## config.mk

```make
export PLATFORM = sky130hd
export DESIGN_NAME = uart_dual_ring_buffer_core
export DESIGN_NICKNAME = d
export VERILOG_FILES = /design/src/hdl/udrb_pkg.sv /design/src/hdl/udrb_ram.sv /design/src/hdl/udrb_ctrl.sv /design/src/hdl/udrb_dpath.sv /design/src/hdl/uart_dual_ring_buffer_core.sv
export VERILOG_INCLUDE_DIRS = /design/src /design/src/hdl
export SDC_FILE = /design/constraint.sdc
export NUM_CORES = 1
export LEC_CHECK = 0
export ABC_AREA = 1
export BUFFER_PORTS_ARGS = -buffer_cell sky130_fd_sc_hd__buf_2
export CORE_UTILIZATION = 45
export CTS_CLUSTER_SIZE = 8
export DETAILED_ROUTE_END_ITERATION = 16
export PLACE_DENSITY_LB_ADDON = 0.08
export RECOVER_POWER = 25
export SKIP_LAST_GASP = 1
export SLEW_MARGIN = 30
export SYNTH_ARGS = -nofsm -noshare
export SYNTH_HDL_FRONTEND = slang
export SYNTH_SLANG_ARGS = --single-unit
```

## constraint.sdc

```tcl
create_clock -name clk -period 3.15 [get_ports clk]
set_input_delay 0.63 -clock clk [delete_from_list [all_inputs] [get_ports clk]]
set_output_delay 0.63 -clock clk [all_outputs]
set_load 0.03 [all_outputs]
```

## src/hdl/uart_dual_ring_buffer_core_macros.svh

```systemverilog
// Assertion macros shared by the ring buffer core.
// Define NO_ASSERTIONS to compile every check away.
`ifndef UART_DUAL_RING_BUFFER_CORE_MACROS_SVH
`define UART_DUAL_RING_BUFFER_CORE_MACROS_SVH

`ifndef NO_ASSERTIONS

// Check that a property holds at every clock edge outside reset.
`define UDRB_ASSERT(lbl, clk, rst, prop, msg) \
  lbl: assert property (@(posedge clk) disable iff (rst) (prop)) else $error(msg);

// Check that the consequent holds in the same cycle as the antecedent.
`define UDRB_ASSERT_IMPL(lbl, clk, rst, ante, cons, msg) \
  lbl: assert property (@(posedge clk) disable iff (rst) (ante) |-> (cons)) else $error(msg);

// Check that the consequent holds in the cycle after the antecedent.
`define UDRB_ASSERT_NEXT(lbl, clk, rst, ante, cons, msg) \
  lbl: assert property (@(posedge clk) disable iff (rst) (ante) |=> (cons)) else $error(msg);

`else

`define UDRB_ASSERT(lbl, clk, rst, prop, msg)
`define UDRB_ASSERT_IMPL(lbl, clk, rst, ante, cons, msg)
`define UDRB_ASSERT_NEXT(lbl, clk, rst, ante, cons, msg)

`endif

`endif

```

## src/hdl/udrb_pkg.sv

```systemverilog
`default_nettype none

package udrb_pkg;

  // Entries in each ring
  localparam int DEPTH   = 16;
  localparam int PTR_W   = $clog2(DEPTH);
  localparam int CNT_W   = $clog2(DEPTH + 1);
  localparam int BYTE_W  = 8;
  localparam int COUNT_W = 5;

  typedef logic [PTR_W-1:0]  ptr_t;
  typedef logic [CNT_W-1:0]  cnt_t;
  typedef logic [BYTE_W-1:0] byte_t;

  typedef enum logic [1:0] {
    OP_HOST_WRITE = 2'd0,
    OP_HOST_READ  = 2'd1,
    OP_LINE_RX    = 2'd2,
    OP_TX_READY   = 2'd3
  } op_t;

  // Controller to datapath commands
  typedef struct packed {
    logic exec;  // act on the accepted transaction
    logic load;  // move the finished result into the output register
  } ctrl_cmd_t;

  function automatic ptr_t next_ptr(input ptr_t p);
    ptr_t wrap_at;
    wrap_at = PTR_W'(DEPTH - 1);
    return (p == wrap_at) ? '0 : ptr_t'(p + 1'b1);
  endfunction

endpackage

`default_nettype wire

```

## src/hdl/udrb_ram.sv

```systemverilog
`default_nettype none

module udrb_ram #(
  parameter int WIDTH = 8,
  parameter int DEPTH = 16
) (
  input  wire logic                     clk,
  input  wire logic                     we,
  input  wire logic [$clog2(DEPTH)-1:0] waddr,
  input  wire logic [WIDTH-1:0]         wdata,
  input  wire logic                     re,
  input  wire logic [$clog2(DEPTH)-1:0] raddr,
  output logic      [WIDTH-1:0]         rdata
);

  logic [WIDTH-1:0] mem [DEPTH];

  always_ff @(posedge clk) begin
    if (we) begin
      mem[waddr] <= wdata;
    end
    if (re) begin
      rdata <= mem[raddr];
    end
  end

endmodule

`default_nettype wire

```

## src/hdl/udrb_ctrl.sv

```systemverilog
`default_nettype none
`include "uart_dual_ring_buffer_core_macros.svh"

module udrb_ctrl
  import udrb_pkg::*;
(
  input  wire logic clk,
  input  wire logic rst,
  input  wire logic in_valid,
  output logic      in_stall,
  output logic      out_valid,
  input  wire logic out_stall,
  output ctrl_cmd_t cmd
);

  typedef enum logic {
    ST_IDLE,
    ST_DONE
  } state_t;

  state_t state;
  logic   out_free;

  assign out_free = !out_valid || !out_stall;
  assign in_stall = (state != ST_IDLE);
  assign cmd.exec = (state == ST_IDLE) && in_valid;
  assign cmd.load = (state == ST_DONE) && out_free;

  always_ff @(posedge clk) begin
    if (rst) begin
      state     <= ST_IDLE;
      out_valid <= 1'b0;
    end else begin
      unique case (state)
        ST_IDLE: begin
          if (in_valid) begin
            state <= ST_DONE;
          end
        end
        ST_DONE: begin
          if (out_free) begin
            state <= ST_IDLE;
          end
        end
        default: state <= ST_IDLE;
      endcase
      if (cmd.load) begin
        out_valid <= 1'b1;
      end else if (!out_stall) begin
        out_valid <= 1'b0;
      end
    end
  end

  `UDRB_ASSERT_NEXT(a_exec_stalls, clk, rst, cmd.exec, in_stall, "input not held after accept")
  `UDRB_ASSERT_NEXT(a_load_shows, clk, rst, cmd.load, out_valid, "loaded result not presented")

endmodule

`default_nettype wire

```

## src/hdl/udrb_dpath.sv

```systemverilog
`default_nettype none
`include "uart_dual_ring_buffer_core_macros.svh"

module udrb_dpath
  import udrb_pkg::*;
(
  input  wire logic                clk,
  input  wire logic                rst,
  input  wire ctrl_cmd_t           cmd,
  input  wire logic [1:0]          op,
  input  wire logic [BYTE_W-1:0]   data_in,
  output logic      [BYTE_W-1:0]   data_out,
  output logic                     data_valid,
  output logic                     accepted,
  output logic                     tx_enable,
  output logic      [COUNT_W-1:0]  tx_count,
  output logic      [COUNT_W-1:0]  rx_count
);

  op_t   op_dec;
  ptr_t  tx_head, tx_tail, rx_head, rx_tail;
  cnt_t  tx_fill, rx_fill;
  logic  tx_en;
  logic  res_acc, res_valid, res_from_tx;
  logic  tx_full, tx_empty, rx_full, rx_empty;
  logic  tx_push, tx_pop, rx_push, rx_pop;
  byte_t tx_rdata, rx_rdata;

  assign op_dec   = op_t'(op);
  assign tx_full  = (tx_fill == CNT_W'(DEPTH));
  assign rx_full  = (rx_fill == CNT_W'(DEPTH));
  assign tx_empty = (tx_fill == '0);
  assign rx_empty = (rx_fill == '0);

  assign tx_push = cmd.exec && (op_dec == OP_HOST_WRITE) && !tx_full;
  assign tx_pop  = cmd.exec && (op_dec == OP_TX_READY)   && !tx_empty;
  assign rx_push = cmd.exec && (op_dec == OP_LINE_RX)    && !rx_full;
  assign rx_pop  = cmd.exec && (op_dec == OP_HOST_READ)  && !rx_empty;

  udrb_ram #(.WIDTH(BYTE_W), .DEPTH(DEPTH)) u_tx_ram (
    .clk   (clk),
    .we    (tx_push),
    .waddr (tx_tail),
    .wdata (data_in),
    .re    (tx_pop),
    .raddr (tx_head),
    .rdata (tx_rdata)
  );

  udrb_ram #(.WIDTH(BYTE_W), .DEPTH(DEPTH)) u_rx_ram (
    .clk   (clk),
    .we    (rx_push),
    .waddr (rx_tail),
    .wdata (data_in),
    .re    (rx_pop),
    .raddr (rx_head),
    .rdata (rx_rdata)
  );

  always_ff @(posedge clk) begin
    if (rst) begin
      tx_head <= '0;
      tx_tail <= '0;
      tx_fill <= '0;
      rx_head <= '0;
      rx_tail <= '0;
      rx_fill <= '0;
      tx_en   <= 1'b0;
    end else begin
      if (tx_push) begin
        tx_tail <= next_ptr(tx_tail);
        tx_fill <= cnt_t'(tx_fill + 1'b1);
      end
      if (tx_pop) begin
        tx_head <= next_ptr(tx_head);
        tx_fill <= cnt_t'(tx_fill - 1'b1);
      end
      if (rx_push) begin
        rx_tail <= next_ptr(rx_tail);
        rx_fill <= cnt_t'(rx_fill + 1'b1);
      end
      if (rx_pop) begin
        rx_head <= next_ptr(rx_head);
        rx_fill <= cnt_t'(rx_fill - 1'b1);
      end
      if (cmd.exec && (op_dec == OP_HOST_WRITE)) begin
        tx_en <= 1'b1;
      end else if (cmd.exec && (op_dec == OP_TX_READY) && tx_empty) begin
        tx_en <= 1'b0;
      end
    end
  end

  // Per-transaction result flags and output payload
  always_ff @(posedge clk) begin
    if (cmd.exec) begin
      res_acc     <= tx_push || rx_push;
      res_valid   <= tx_pop || rx_pop;
      res_from_tx <= (op_dec == OP_TX_READY);
    end
    if (cmd.load) begin
      data_out   <= res_valid ? (res_from_tx ? tx_rdata : rx_rdata) : '0;
      data_valid <= res_valid;
      accepted   <= res_acc;
      tx_enable  <= tx_en;
      tx_count   <= COUNT_W'(tx_fill);
      rx_count   <= COUNT_W'(rx_fill);
    end
  end

  `UDRB_ASSERT(a_tx_ptrs, clk, rst, (tx_head == tx_tail) == (tx_empty || tx_full), "tx pointers disagree with fill")
  `UDRB_ASSERT(a_rx_ptrs, clk, rst, (rx_head == rx_tail) == (rx_empty || rx_full), "rx pointers disagree with fill")

endmodule

`default_nettype wire

```

## src/hdl/uart_dual_ring_buffer_core.sv

```systemverilog
`default_nettype none
// Transmit and receive byte queues for a serial port, 16 entries each, one
// result transaction per input transaction. op selects the event: a host
// write queues data_in for transmission (dropped with accepted low when the
// queue is full) and sets tx_enable; a host read pops the oldest received
// byte; a line receive queues data_in (dropped, accepted low, when full); a
// transmitter-ready event pops the next byte to send, or clears tx_enable
// when the transmit queue is empty. data_out is zero whenever data_valid is
// low. For each input transaction the accept cycle updates the pointers and
// either writes the queue RAM or issues its read; the done state that follows
// moves the registered RAM read data and status into the output
// register. The done state stretches while the output register still holds
// a transaction the sink has not taken; a new input transaction may be
// accepted while a finished result waits there. No clearing pass follows
// reset: queue entries are only read after they are written.

module uart_dual_ring_buffer_core
  import udrb_pkg::*;
(
  input  wire logic                clk,
  input  wire logic                rst,
  input  wire logic                in_valid,
  output logic                     in_stall,
  input  wire logic [1:0]          op,
  input  wire logic [BYTE_W-1:0]   data_in,
  output logic                     out_valid,
  input  wire logic                out_stall,
  output logic      [BYTE_W-1:0]   data_out,
  output logic                     data_valid,
  output logic                     accepted,
  output logic                     tx_enable,
  output logic      [COUNT_W-1:0]  tx_count,
  output logic      [COUNT_W-1:0]  rx_count
);

  ctrl_cmd_t cmd;

  // Sequence accept, result load and output handshake
  udrb_ctrl u_ctrl (
    .clk       (clk),
    .rst       (rst),
    .in_valid  (in_valid),
    .in_stall  (in_stall),
    .out_valid (out_valid),
    .out_stall (out_stall),
    .cmd       (cmd)
  );

  // Hold both rings, their pointers and fill counts, and the result register
  udrb_dpath u_dpath (
    .clk        (clk),
    .rst        (rst),
    .cmd        (cmd),
    .op         (op),
    .data_in    (data_in),
    .data_out   (data_out),
    .data_valid (data_valid),
    .accepted   (accepted),
    .tx_enable  (tx_enable),
    .tx_count   (tx_count),
    .rx_count   (rx_count)
  );

endmodule

`default_nettype wire

```

==> flow_summary_export.csv <==
group,metric,value,unit
synth,synthDistinctLibCells,37,
routing,vias_per_cell,5.45,
power_and_ir_drop,powerDensity,652,nW/µm²
setup_path,critical-path-max-stage-delay,560,ps
sta,drv_slew,165,
synth,synth_top_family_by_area,"simple AND/OR/NAND/NOR gates",
power_and_ir_drop,netSwitchingFraction,0.210,
power_and_ir_drop,ir_drop,0.311,mV
clocking,clk_latency,530,ps
final_layout,syn_to_final_growth,15.0,%
clocking,cts_tree,"done",
setup_path,cpMaxStageDelayCell,"nor2_1",
setup_path,cp-start-kind,"flop",
clocking,clock-sinks,325,
final_layout,drive_gt1_frac,0.118,
clocking,root_buffer,"clkbuf_16",
routing,vias,8095,
routing,drc,0,
synth,yosysWarnings,0,
placed_design,place_congestion,0.849,
power_and_ir_drop,intPower,0.00774,W
placed_design,hpwl,18400,µm
floorplan,boundaryPins,37,
setup_path,cp.required,3300,ps
final_layout,antennaDiodeCount,0,
synth,syn_area_per_cell,12.9,µm²
synth,yosys-top-cells-area,"edfxtp_1 (68%), nor2_1 (6.3%), dfxtp_1 (4.4%), o21ai_0 (3.4%), o32ai_1 (2.9%)",
sta,fmaxAchievable,436,MHz
floorplan,dieWidth,172,µm
clocking,cts_hold_buffers,0,
power_and_ir_drop,p_leak,5.06,nW
job,cap_violations,5,
synth,synth_xor_area_frac,0.00335,
synth,synthesis.area,13100,µm²
final_layout,fillers,2464,
clocking,path_clk_slew,50,ps
min_path,hp-class,"input port to flop",
sta,relSlewSlack,-0.329,
setup_path,crit_family,"simple AND/OR/NAND/NOR gates",
setup_path,rrSetupSlack,850,ps
floorplan,die-area,29700,µm²
final_layout,final_cell_count_no_fill,1485,
sta,fin_crit_sh,0.729,
status,violations,"capacitance limit, slew limit",
synth,syn_nets,1044,
placed_design,dp.cells,1409,
clocking,htree_levels,2,
routing,wl,30600,µm
synth,yosysTopAreaCell,"edfxtp_1",
routing,dr.first_iter.drc_count,783,
setup_path,worst_path_most_repeated_cell,"nand2_1",
global_route,grt_max_degree,68,
routing,final_antenna_net_count,0,
synth,ys_seq_area_frac,0.725,
sta,max_slew.worst_pin.slew,1990,ps
power_and_ir_drop,power_switching,0.00206,W
floorplan,die_h,172,µm
clocking,postCtsSetupBuffers,0,
power_and_ir_drop,p_clk_frac,0.463,
setup_path,crit_chain,"inv_1 -> nand2_1 -> nor3_1 -> nand2_2 -> inv_2 -> nand2_1 -> nor2_1",
status,outcome,"finished with violations",
clocking,cts_buffer_depth,3,
synth,synthSimpleGateAreaFrac,0.114,
power_and_ir_drop,pwr-share-comb,0.046,
power_and_ir_drop,seqPwrFrac,0.491,
sta,finalClockSkew,10.5,ps
setup_path,arrival,2450,ps
global_route,grt_usage,0.212,
sta,setup_viol,0,
synth,synth-compound-area-share,0.0965,
sta,tns,0,ps
setup_path,path_max_fanout,8,
synth,yosysTopAreaCellShare,0.681,
floorplan,fp.coreArea,28600,µm²
clocking,numCtsBuffers,46,
global_route,grt_pass1_wl,46200,µm
placed_design,port_buffers,36,
sta,rsz0062_at_grt,"no",
global_route,grt_overflow_total,0,
floorplan,initial_core_util,0.456,
global_route,antenna_found_initial,0,
setup_path,end_kind,"flop",
global_route,grt_pass1_vias,7653,
final_layout,nets,1103,
routing,drtPass1Iterations,5,
floorplan,std_cell_rows,62,
sta,finalHoldViolCount,0,
synth,synth_fa_ha_area_frac,0.0159,
setup_path,crit_type,"flop to flop",
setup_path,path_buf_inv,2,
synth,synthMuxAreaShare,0.0161,
synth,synth.ff_latch_count,325,
synth,synth_cells,1014,
clocking,cts-resized-gates,0,
routing,wl_per_cell,20.6,µm
sta,fin_crit,2300,ps
per-layer routing:
metal / GRT usage / part of all wire / vias to the layer above
met5: 0 / 0 / -
met4: 0.0589 / 0.016 / 0
met3: 0.0391 / 0.065 / 41
met2: 0.300 / 0.43 / 253
met1: 0.331 / 0.49 / 3968
li1: - / - / 3833
stage by stage:
stage	cell area, µm²	hold slack [ps]	power, W	utilization	setup WS [ps]
6_report	15000	386	0.00980	0.525	855
3_5_place_dp	13700	424	0.00535	0.479	627
5_1_grt	15000	383	0.0101	0.525	660
2_1_floorplan	13100	400	0.00515	-	885
3_3_place_gp	13700	433	0.00535	0.479	653
4_1_cts	15000	369	0.00990	0.525	918
cells in the final DEF (no fill, tap or decap), types with 3 or more instances in the layout:
cell type / count
edfxtp_1: 296
nor2_1: 219
o21ai_0: 89
nand2_1: 87
clkbuf_16: 49
o32ai_1: 43
inv_1: 38
nand3_1: 35
clkbuf_1: 31
buf_2: 31
dfxtp_1: 25
mux2i_1: 21
o221ai_1: 21
buf_4: 21
a21oi_1: 18
ha_1: 15
o211ai_1: 11
inv_2: 7
nor3_1: 5
nand2_2: 5
xor2_1: 5
dfxtp_2: 4
o21ai_1: 3
worst min-delay path, cell delays in order:
cell,delay [ps]
buf_2,110
nand2_1,60
a21oi_1,50
logic make-up after synthesis:
logic type,Yosys count
buffers and inverters,93
adders and majority gates,16
DFF,325
and+or+nand+nor,360
muxes,21
AOI/OAI and AO/OA,194
xor gates and xnor gates,5
area by class of cell:
type,count,area [µm²],share of cell area
Multi-Input combinational cell,596,3210,0.213
Clock buffer,76,1340,0.0890
Timing Repair Buffer,58,352,0.0234
Sequential cell,325,9470,0.631
Tap cell,384,480,0.0320
Inverter,46,173,0.0115
path summary, 6_finish.rpt:
check                              from                                   end  cells past startpoint
min                           out_stall         u_ctrl.out_valid$_SDFFE_PP0P_                      3
max          u_ctrl.in_stall$_SDFF_PP0_  u_dpath.u_tx_ram.mem[9][1]$_DFFE_PP_                      7
min reg2reg   u_dpath.res_acc$_DFFE_PP_            u_dpath.accepted$_DFFE_PP_                      0
max reg2reg  u_ctrl.in_stall$_SDFF_PP0_  u_dpath.u_tx_ram.mem[9][1]$_DFFE_PP_                      7
cell usage after synthesis, drive strengths merged:
master	number
a211oi	1
buf	27
o221ai	21
o21ai	93
a21oi	20
o31ai	1
nor3b	1
edfxtp	296
o211ai	11
dfxtp	29
fa	1
inv	46
a21o	1
o21bai	2
a31oi	1
xor2	5
clkbuf	20
nand4	1
o32ai	43
nor3	5
mux2i	21
nand3	37
nor4	1
nand2	94
ha	15
nor2	221
sequential cells by signal, indices dropped and copies added (netlist names):
signal	flops
u_dpath.u_tx_ram.rdata	8
u_dpath.res_acc	1
u_dpath.data_valid	1
u_dpath.tx_fill	5
u_dpath.accepted	1
u_dpath.res_from_tx	1
u_dpath.tx_tail	4
u_dpath.tx_enable	1
u_dpath.rx_count	5
u_dpath.rx_head	4
u_dpath.u_rx_ram.rdata	8
u_dpath.rx_fill	5
u_ctrl.in_stall	1
u_dpath.u_tx_ram.mem	128
u_dpath.tx_count	5
u_dpath.u_rx_ram.mem	128
u_dpath.rx_tail	4
u_dpath.data_out	8
u_dpath.res_valid	1
u_ctrl.out_valid	1
u_dpath.tx_head	4
u_dpath.tx_en	1
power by group through the flow:
| stage | Clock [W] | Sequential (W) | Combinational, W |
|---|---|---|---|
| after floorplan | 0 | 0.00492 | 0.000233 |
| after global placement | 0 | 0.00489 | 0.000461 |
| after detailed placement | 0 | 0.00489 | 0.000459 |
| after CTS | 0.00463 | 0.00481 | 0.000461 |
| after global routing | 0.00481 | 0.00482 | 0.000499 |
| final | 0.00454 | 0.00481 | 0.000451 |
Power figures use the tool's default switching activity.
